===== src/pac_pkg.sv =====
// Shared types and constants for the pedometer activity classifier.
// No dependencies; used by pac_ring and pedometer_activity_classifier_top.
package pac_pkg;

    localparam int RING_DEPTH = 8;

    localparam int FORCE_W = 20;
    localparam int TIME_W  = 32;
    localparam int COUNT_W = 32;
    localparam int IN_W    = 72;
    localparam int OUT_W   = 40;
    localparam int CFG_W   = 32;
    localparam int IDX_W   = 2;

    localparam logic [FORCE_W-1:0] STEP_THRESHOLD_RST = 20'd10000;
    localparam logic [TIME_W-1:0]  REST_MIN_RST       = 32'd3000;
    localparam logic [TIME_W-1:0]  RUN_INTERVAL_RST   = 32'd400;

    typedef enum logic [IDX_W-1:0] {
        CFG_STEP_THRESHOLD = 2'd0,
        CFG_REST_MIN       = 2'd1,
        CFG_RUN_INTERVAL   = 2'd2
    } cfg_index_t;

    typedef enum logic [1:0] {
        ACT_RESTING = 2'd0,
        ACT_WALKING = 2'd1,
        ACT_RUNNING = 2'd2
    } activity_t;

    // Ring update request: one new interval per counted step.
    typedef struct packed {
        logic              wr;
        logic [TIME_W-1:0] interval;
    } ring_req_t;

endpackage


===== src/pac_ring.sv =====
// Step interval ring in a synchronous memory plus its running sum.
// Depends on pac_pkg.
module pac_ring #(
    parameter int RING_DEPTH = pac_pkg::RING_DEPTH,
    parameter int SUM_W      = pac_pkg::TIME_W + ((RING_DEPTH > 1) ? $clog2(RING_DEPTH) : 0)
) (
    input  logic                clk,
    input  logic                rst_n,
    input  pac_pkg::ring_req_t  req,
    output logic [SUM_W-1:0]    sum_upd
);

    localparam int PTR_W = (RING_DEPTH > 1) ? $clog2(RING_DEPTH) : 1;
    localparam logic [PTR_W-1:0] PTR_LAST = PTR_W'(RING_DEPTH - 1);

    logic [pac_pkg::TIME_W-1:0] mem [RING_DEPTH];
    logic [pac_pkg::TIME_W-1:0] rdata_reg;
    logic [PTR_W-1:0]           ptr_reg;
    logic [PTR_W-1:0]           ptr_next;
    logic                       full_reg;
    logic                       full_next;
    logic [SUM_W-1:0]           sum_reg;
    logic [SUM_W-1:0]           sum_next;
    logic [SUM_W-1:0]           sum_add;
    logic [pac_pkg::TIME_W-1:0] old_val;

    // Entries are written in pointer order from zero, so every entry is
    // valid once the pointer has wrapped; before that the slot reads zero.
    assign old_val = full_reg ? rdata_reg : '0;

    // Sum after this cycle's request; the held sum when there is none.
    assign sum_upd = sum_next;

    always_comb
    begin
        ptr_next  = ptr_reg;
        full_next = full_reg;
        if (req.wr)
        begin
            ptr_next = (ptr_reg == PTR_LAST) ? '0 : ptr_reg + 1'b1;
            if (ptr_reg == PTR_LAST)
                full_next = 1'b1;
        end
        sum_add  = sum_reg - SUM_W'(old_val) + SUM_W'(req.interval);
        sum_next = req.wr ? sum_add : sum_reg;
    end

    // Read ahead at the next pointer; bypass a write to the same slot.
    always_ff @(posedge clk)
    begin
        if (req.wr)
            mem[ptr_reg] <= req.interval;
        if (req.wr && (ptr_next == ptr_reg))
            rdata_reg <= req.interval;
        else
            rdata_reg <= mem[ptr_next];
    end

    always_ff @(posedge clk or negedge rst_n)
    begin
        if (!rst_n)
        begin
            ptr_reg  <= '0;
            full_reg <= 1'b0;
            sum_reg  <= '0;
        end
        else
        begin
            ptr_reg  <= ptr_next;
            full_reg <= full_next;
            sum_reg  <= sum_next;
        end
    end

    a_full_sticky: assert property (@(posedge clk) disable iff (!rst_n)
        full_reg |=> full_reg)
        else $error("ring full flag dropped");

    a_sum_idle: assert property (@(posedge clk) disable iff (!rst_n)
        !req.wr |=> $stable(sum_reg) && $stable(ptr_reg))
        else $error("ring changed without a write");

    a_empty_sum: assert property (@(posedge clk) disable iff (!rst_n)
        (!full_reg && ptr_reg == '0) |-> sum_reg == '0)
        else $error("sum nonzero with empty ring");

endmodule


===== src/pedometer_activity_classifier_top.sv =====
// Pedometer activity classifier top level: step detection, rest timing,
// two-stage pipeline and output register. Depends on pac_pkg and pac_ring.
//
// Usage:
//   s_axis carries one sample per request: right_force, left_force, now_ms.
//   m_axis returns one result per sample: step_total, step_seen, activity
//   and the three LED flags, in sample order.
//   cfg_* writes step_threshold (0), rest_min_ms (1), run_interval_ms (2);
//   other indexes are ignored. cfg_ready is always high. Write only while
//   the pipeline is empty.
// An accepted sample passes the middle stage, then the output register.
// Throughput: one sample per cycle; the ring memory has one write and one
//   read-ahead read per cycle, so consecutive steps never conflict.
// Reset: all state clears at once, registers take their defaults; the ring
//   needs no clearing pass (entries read as zero until first written).
// Stall: with m_tready low the output holds; one more sample is taken into
//   the middle stage, then s_axis_tready drops.
module pedometer_activity_classifier_top #(
    parameter int RING_DEPTH = pac_pkg::RING_DEPTH
) (
    input  logic                        clk,
    input  logic                        rst_n,
    input  logic                        s_axis_tvalid,
    output logic                        s_axis_tready,
    // [19:0] right_force, [39:20] left_force, [71:40] now_ms
    input  logic [pac_pkg::IN_W-1:0]    s_axis_tdata,
    output logic                        m_axis_tvalid,
    input  logic                        m_axis_tready,
    // [31:0] step_total, [32] step_seen, [34:33] activity, [35] led_red,
    // [36] led_green, [37] led_yellow, [39:38] zero
    output logic [pac_pkg::OUT_W-1:0]   m_axis_tdata,
    input  logic                        cfg_valid,
    output logic                        cfg_ready,
    input  logic [pac_pkg::IDX_W-1:0]   cfg_index,
    input  logic [pac_pkg::CFG_W-1:0]   cfg_data
);

    localparam int SUM_W = pac_pkg::TIME_W + ((RING_DEPTH > 1) ? $clog2(RING_DEPTH) : 0);
    localparam logic [SUM_W-1:0] DEPTH_W = SUM_W'(RING_DEPTH);
    // avg <= run  <=>  sum <= (run + 1) * depth - 1
    localparam logic [SUM_W-1:0] RUN_LIMIT_RST =
        (SUM_W'(pac_pkg::RUN_INTERVAL_RST) + 1'b1) * DEPTH_W - 1'b1;

    typedef struct packed {
        logic [pac_pkg::COUNT_W-1:0] step_total;
        logic                        seen;
        logic                        resting;
        logic [SUM_W-1:0]            sum;
    } s1_t;

    logic [pac_pkg::FORCE_W-1:0] right_force;
    logic [pac_pkg::FORCE_W-1:0] left_force;
    logic [pac_pkg::TIME_W-1:0]  now_ms;

    logic [pac_pkg::FORCE_W-1:0] thr_reg;
    logic [pac_pkg::TIME_W-1:0]  rest_min_reg;
    logic [SUM_W-1:0]            run_limit_reg;

    logic [pac_pkg::COUNT_W-1:0] count_reg;
    logic [pac_pkg::TIME_W-1:0]  last_step_reg;
    logic                        pressed_reg;
    logic                        armed_reg;
    logic [pac_pkg::TIME_W-1:0]  rest_start_reg;

    logic                        s1_valid_reg;
    s1_t                         s1_reg;
    s1_t                         s1_next;
    logic                        out_valid_reg;
    logic [pac_pkg::OUT_W-1:0]   out_reg;
    logic [pac_pkg::OUT_W-1:0]   out_next;
    pac_pkg::activity_t          act_reg;
    pac_pkg::activity_t          act_next;

    logic                        accept;
    logic                        adv;
    logic                        pressed;
    logic                        both;
    logic                        step;
    logic [pac_pkg::TIME_W-1:0]  elapsed;
    logic                        red;
    logic                        green;
    logic                        yellow;
    logic [SUM_W-1:0]            sum_upd;
    pac_pkg::ring_req_t          ring_req;

    assign right_force = s_axis_tdata[19:0];
    assign left_force  = s_axis_tdata[39:20];
    assign now_ms      = s_axis_tdata[71:40];

    assign adv           = !out_valid_reg || m_axis_tready;
    assign s_axis_tready = !s1_valid_reg || adv;
    assign accept        = s_axis_tvalid && s_axis_tready;
    assign cfg_ready     = 1'b1;
    assign m_axis_tvalid = out_valid_reg;
    assign m_axis_tdata  = out_reg;

    assign pressed = (right_force <= thr_reg) || (left_force < thr_reg);
    assign both    = (right_force <= thr_reg) && (left_force <= thr_reg);
    assign step    = pressed && !pressed_reg;
    assign elapsed = armed_reg ? now_ms - rest_start_reg : '0;

    assign ring_req.wr       = accept && step;
    assign ring_req.interval = now_ms - last_step_reg;

    pac_ring #(
        .RING_DEPTH (RING_DEPTH),
        .SUM_W      (SUM_W)
    ) u_ring (
        .clk     (clk),
        .rst_n   (rst_n),
        .req     (ring_req),
        .sum_upd (sum_upd)
    );

    always_comb
    begin
        s1_next.step_total = count_reg + pac_pkg::COUNT_W'(step);
        s1_next.seen       = step;
        s1_next.resting    = both && (elapsed >= rest_min_reg);
        s1_next.sum        = sum_upd;
    end

    always_comb
    begin
        red      = 1'b0;
        green    = 1'b0;
        yellow   = 1'b0;
        act_next = act_reg;
        if (s1_reg.resting)
        begin
            green    = 1'b1;
            act_next = pac_pkg::ACT_RESTING;
        end
        else if (s1_reg.sum != '0)
        begin
            if (s1_reg.sum <= run_limit_reg)
            begin
                red      = 1'b1;
                act_next = pac_pkg::ACT_RUNNING;
            end
            else
            begin
                yellow   = 1'b1;
                act_next = pac_pkg::ACT_WALKING;
            end
        end
        out_next = {2'b00, yellow, green, red, act_next, s1_reg.seen, s1_reg.step_total};
    end

    always_ff @(posedge clk or negedge rst_n)
    begin
        if (!rst_n)
        begin
            thr_reg       <= pac_pkg::STEP_THRESHOLD_RST;
            rest_min_reg  <= pac_pkg::REST_MIN_RST;
            run_limit_reg <= RUN_LIMIT_RST;
        end
        else if (cfg_valid)
        begin
            unique case (cfg_index)
                pac_pkg::CFG_STEP_THRESHOLD: thr_reg <= cfg_data[19:0];
                pac_pkg::CFG_REST_MIN:       rest_min_reg <= cfg_data;
                pac_pkg::CFG_RUN_INTERVAL:
                    run_limit_reg <= (SUM_W'(cfg_data) + 1'b1) * DEPTH_W - 1'b1;
                default: ;
            endcase
        end
    end

    always_ff @(posedge clk or negedge rst_n)
    begin
        if (!rst_n)
        begin
            count_reg      <= '0;
            last_step_reg  <= '0;
            pressed_reg    <= 1'b0;
            armed_reg      <= 1'b0;
            rest_start_reg <= '0;
            s1_valid_reg   <= 1'b0;
            out_valid_reg  <= 1'b0;
            act_reg        <= pac_pkg::ACT_RESTING;
        end
        else
        begin
            if (accept)
            begin
                pressed_reg <= pressed;
                armed_reg   <= both;
                if (step)
                begin
                    count_reg     <= s1_next.step_total;
                    last_step_reg <= now_ms;
                end
                if (both && !armed_reg)
                    rest_start_reg <= now_ms;
            end
            if (adv)
            begin
                out_valid_reg <= s1_valid_reg;
                if (s1_valid_reg)
                    act_reg <= act_next;
            end
            if (accept)
                s1_valid_reg <= 1'b1;
            else if (adv)
                s1_valid_reg <= 1'b0;
        end
    end

    always_ff @(posedge clk)
    begin
        if (accept)
            s1_reg <= s1_next;
        if (adv && s1_valid_reg)
            out_reg <= out_next;
    end

    a_leds_onehot: assert property (@(posedge clk) disable iff (!rst_n)
        out_valid_reg |-> $onehot0(out_reg[37:35]))
        else $error("more than one LED lit");

    a_no_overrun: assert property (@(posedge clk) disable iff (!rst_n)
        (s1_valid_reg && !adv) |-> !s_axis_tready)
        else $error("middle stage overwritten while stalled");

    a_step_count: assert property (@(posedge clk) disable iff (!rst_n)
        (accept && !step) |=> $stable(count_reg))
        else $error("step count moved without a step");

    a_rest_green: assert property (@(posedge clk) disable iff (!rst_n)
        (out_valid_reg && out_reg[36]) |-> out_reg[34:33] == pac_pkg::ACT_RESTING)
        else $error("green LED without resting state");

endmodule


===== config.mk =====
export PLATFORM = sky130hd
export DESIGN_NAME = pedometer_activity_classifier_top
export DESIGN_NICKNAME = d
export VERILOG_FILES = /design/src/pac_pkg.sv /design/src/pac_ring.sv /design/src/pedometer_activity_classifier_top.sv
export SDC_FILE = /design/constraint.sdc
export NUM_CORES = 1
export LEC_CHECK = 0
export BUFFER_PORTS_ARGS = -buffer_cell sky130_fd_sc_hd__buf_2
export CAP_MARGIN = 10
export CORE_ASPECT_RATIO = 1.75
export CORE_MARGIN = 1.5
export CORE_UTILIZATION = 24
export CTS_CLUSTER_SIZE = 40
export DETAILED_ROUTE_END_ITERATION = 8
export MAX_ROUTING_LAYER = met4
export PLACE_DENSITY = 0.43
export SYNTH_ARGS = -nofsm -noshare
export SYNTH_HDL_FRONTEND = slang
export SYNTH_SLANG_ARGS = --single-unit

===== constraint.sdc =====
create_clock -name clk -period 7.2 [get_ports clk]
set_input_delay 1.08 -clock clk [delete_from_list [all_inputs] [get_ports clk]]
set_output_delay 1.08 -clock clk [all_outputs]
set_load 0.1 [all_outputs]

==> results.sh <==
export IMPL_layout_cells_excl_fill=5392
export IMPL_min_path_type="primary input to asynchronous set/reset pin"
export IMPL_worstPathRequired_ns=7.61
export IMPL_cts_hold_repair_buffers=0
export IMPL_wl_mm=105.5
export IMPL_unrepaired_setup_endpoints_after_global_routing="false"
export IMPL_intPower_mw=10.81
export IMPL_dpl_worst_slack_ns=-0.004923
export IMPL_clock_sink_count=620
export IMPL_skew_ns=0.04117
export IMPL_io_pins=154
export IMPL_power_ir_vdd_worst_v=0.0002582
export IMPL_ys_warn_count=0
export IMPL_tritoncts="done"
export IMPL_seq_power_share=0.285
export IMPL_final_setup_viol_count=0
export IMPL_worst_skew_pair_late_latency_ns=0.67
export IMPL_globalRouteOverflowTotal=0
export IMPL_synth_sequential_area_ratio=0.4942
export IMPL_worst_pin_slew_ns=1.245
export IMPL_postSynthAreaPerCell_um2=10.40
export IMPL_pwr_dens_nw_per_um2=478.7
export IMPL_die_width_um=290.8
export IMPL_synth_largest_area_cell="edfxtp_1"
export IMPL_design_core_area_um2=143700
export IMPL_drive_above_1_share=0.1312
export IMPL_outcome="finished, final reports clean"
export IMPL_grtUsageTotal=0.1471
export IMPL_synth_distinct_cells=95
export IMPL_start_util=0.2421
export IMPL_final_max_slew_violation_count=0
export IMPL_cts_htree_levels=2
export IMPL_grt_pass1_vias=25640
export IMPL_achievable_frequency_mhz=154.2
export IMPL_yosys_area_top_type_share=0.3134
export IMPL_final_critical_path_setup_slack_ns=0.7155
export IMPL_cts_path_max_buffers=3
export IMPL_netlist_area_um2=34780
export IMPL_worst_r2r_endpoint="s1_reg[31]"
export IMPL_crit_end_element="flip-flop"
export IMPL_vias=24360
export IMPL_largest_register_ff_count=256
export IMPL_layout_commonest_cell="inv_1"
export IMPL_dpl_cell_area_um2=37970
export IMPL_finalHoldWorstSlack_ns=0.3576
export IMPL_critical_path_startpoint_type="primary input"
export IMPL_post_drt_via_cell_ratio=4.517
export IMPL_drtAntennaViolNets=0
export IMPL_firstDrtPassIters=5
export IMPL_comb_power_share=0.544
export IMPL_number_of_cells_on_the_worst_reg_to_reg_path=25
export IMPL_cap_violations=0
export IMPL_layout_common_cells="inv_1, edfxtp_1, nand2_1, dfrtp_1, ha_1"
export IMPL_library_cell_used_as_clock_root_buffer="clkbuf_16"
export IMPL_layout_min_cycle_time_ns=6.485
export IMPL_die_area_um2=147300
export IMPL_clkSlewWorstSetupHoldPaths_ns=0.07
export IMPL_place_detailed_instances=5278
export IMPL_first_pass_grt_wire_length_mm=160.6
export IMPL_die_height_um=506.6
export IMPL_core_rowCount=184
export IMPL_antenna_found_initial=7
export IMPL_final_area_um2=39950
export IMPL_share_of_flip_flops_with_an_asynchronous_set_or_reset_after_synthesis=0.3629
export IMPL_reg2reg_setup_slack_ns=0.88
export IMPL_setup_fix_buffers_added_after_clock_tree_synthesis=0
export IMPL_syn_instance_count=3345
export IMPL_total_leakage_power_nw=16.71
export IMPL_routability_driven_placement_congestion_ratio=0.8495
export IMPL_area_growth_syn_to_layout_pct=14.86
export IMPL_port_buffer_count=150
export IMPL_initialDrtViolationCount=1318
export IMPL_crit_reg2reg_launch="last_step_reg[0]"
export IMPL_netlist_top_cells_area="edfxtp_1, dfrtp_1, ha_1"
export IMPL_largest_net_degree_at_the_start_of_global_routing=97
export IMPL_fin_util=0.2781
export IMPL_timing_critical_path_arrival_ns=6.89
export IMPL_slew_headroom=0.1660
export IMPL_synth_main_ff_cell="edfxtp_1"
export IMPL_cts_inserted_buffers=58
export IMPL_register_bit_count_reported_by_yosys=620
export IMPL_post_drt_wl_per_cell_um=19.57
export IMPL_timing_endpoint_of_the_critical_path="s1_reg[31]"
export IMPL_hpwl_mm=75.38
export IMPL_synth_edf_count=363
export IMPL_nets=3829
export IMPL_critical_path_class="primary input to flip-flop"
export IMPL_final_hold_violation_count=0
export IMPL_switching_power_mw=8.311
export IMPL_finalCritPeriodShare=0.9006
export IMPL_power_clock_fraction=0.171
export IMPL_detail_route_drc_violations=0
export IMPL_worst_setup_path_startpoint="s_axis_tdata[40]"
export IMPL_switching_share=0.4346
export IMPL_crit_fanout=5
export IMPL_post_cts_resized=0
[power by group through the flow]
| stage | Sequential, mW | Clock, mW | Combinational, mW |
|---|---|---|---|
| after floorplan | 5.48 | 0 | 7.29 |
| after global placement | 5.53 | 0 | 10.5 |
| after detailed placement | 5.53 | 0 | 10.5 |
| after CTS | 5.47 | 3.39 | 10.5 |
| after global routing | 5.54 | 3.48 | 11.7 |
| final | 5.46 | 3.27 | 10.4 |
[stage by stage]
stage | power (mW) | setup TNS (ns)
detailed placement | 16.01 | -0.004923
CTS | 19.38 | 0
finish | 19.12 | 0
global placement | 15.99 | 0
global route | 20.70 | 0
floorplan | 12.76 | 0
[kinds of logic (layout without fill, tap and decap cells)]
logic type | Yosys count | in the layout | share of synthesized area
AO/OA/AOI/OAI | 847 | 847 | 0.1635
XOR/XNOR | 187 | 187 | 0.04709
adder cells (fa/ha/maj) | 240 | 240 | 0.09367
buffers and inverters | 628 | 810 | 0.06950
flip-flops | 620 | 620 | 0.4942
multiplexers | 82 | 82 | 0.02486
other | 2 | 7 | 0.0002159
AND/OR/NAND/NOR | 739 | 739 | 0.1070
[cell usage after synthesis (32+ instances only)]
cell type    n
fa_1        34
xor2_1      80
a21oi_1    189
inv_1      477
nand4_1     33
clkbuf_1   106
and2_1      58
nand2_1    294
a21o_1      89
o211ai_1   204
mux2i_1     47
nand3_1     48
dfxtp_1     32
mux2_2      35
dfrtp_1    210
xnor2_1    107
o21ai_0    197
nor2_1     105
ha_1       206
edfxtp_1   363
[worst min path at each step]
stage,startpoint,endpoint,slack (ns),cells past startpoint
floorplan,out_next[0],m_axis_tdata[0],0.40,0
global placement,out_next[25],m_axis_tdata[25],0.40,0
detailed placement,out_next[16],m_axis_tdata[16],0.41,0
CTS,rst_n,rest_start_reg[7],0.37,1
global route,rst_n,rest_start_reg[7],0.43,1
finish,rst_n,rest_start_reg[7],0.36,1
[layer usage]
layer / routed length (um) / global-route usage / part of all wire / up-vias
met5: 0 / - / 0 / -
met4: 4150 / 0.05890 / 0.039 / 0
met3: 2330 / 0.01227 / 0.022 / 166
met2: 58490 / 0.2831 / 0.55 / 413
met1: 40540 / 0.1527 / 0.38 / 11790
li1: - / - / - / 11990
[cell type report]
cell class / instances / area (um2)
diodes: 4 / 10.01
clock buffers: 72 / 1564
clock inverters: 38 / 411.6
fillers: 15110 / 103700
inverters: 478 / 1794
multi-input cells: 2098 / 15320
flip-flops and latches: 620 / 17190
well taps: 1860 / 2327
repair buffers: 222 / 1326
[worst max-delay path, cell delays in order]
cell      delay (ns)
buf_2           0.09
inv_1           0.05
ha_1            0.20
inv_1           0.07
fa_1            0.20
a21o_1          0.13
a21oi_1         0.11
o31ai_1         0.66
o311ai_1        0.15
buf_4           0.17
a31oi_1         0.47
a31oi_1         0.26
buf_4           0.20
o21bai_1        0.14
a211oi_1        0.10
or2_2           0.30
fa_1            0.54
inv_1           0.04
ha_1            0.34
a21o_1          0.17
a31oi_1         0.19
o21ai_0         0.10
o21bai_1        0.25
a211o_1         0.32
a21oi_1         0.18
xnor2_1         0.09
mux2_2          0.27
No activity file was read; power rests on OpenSTA's default activity.
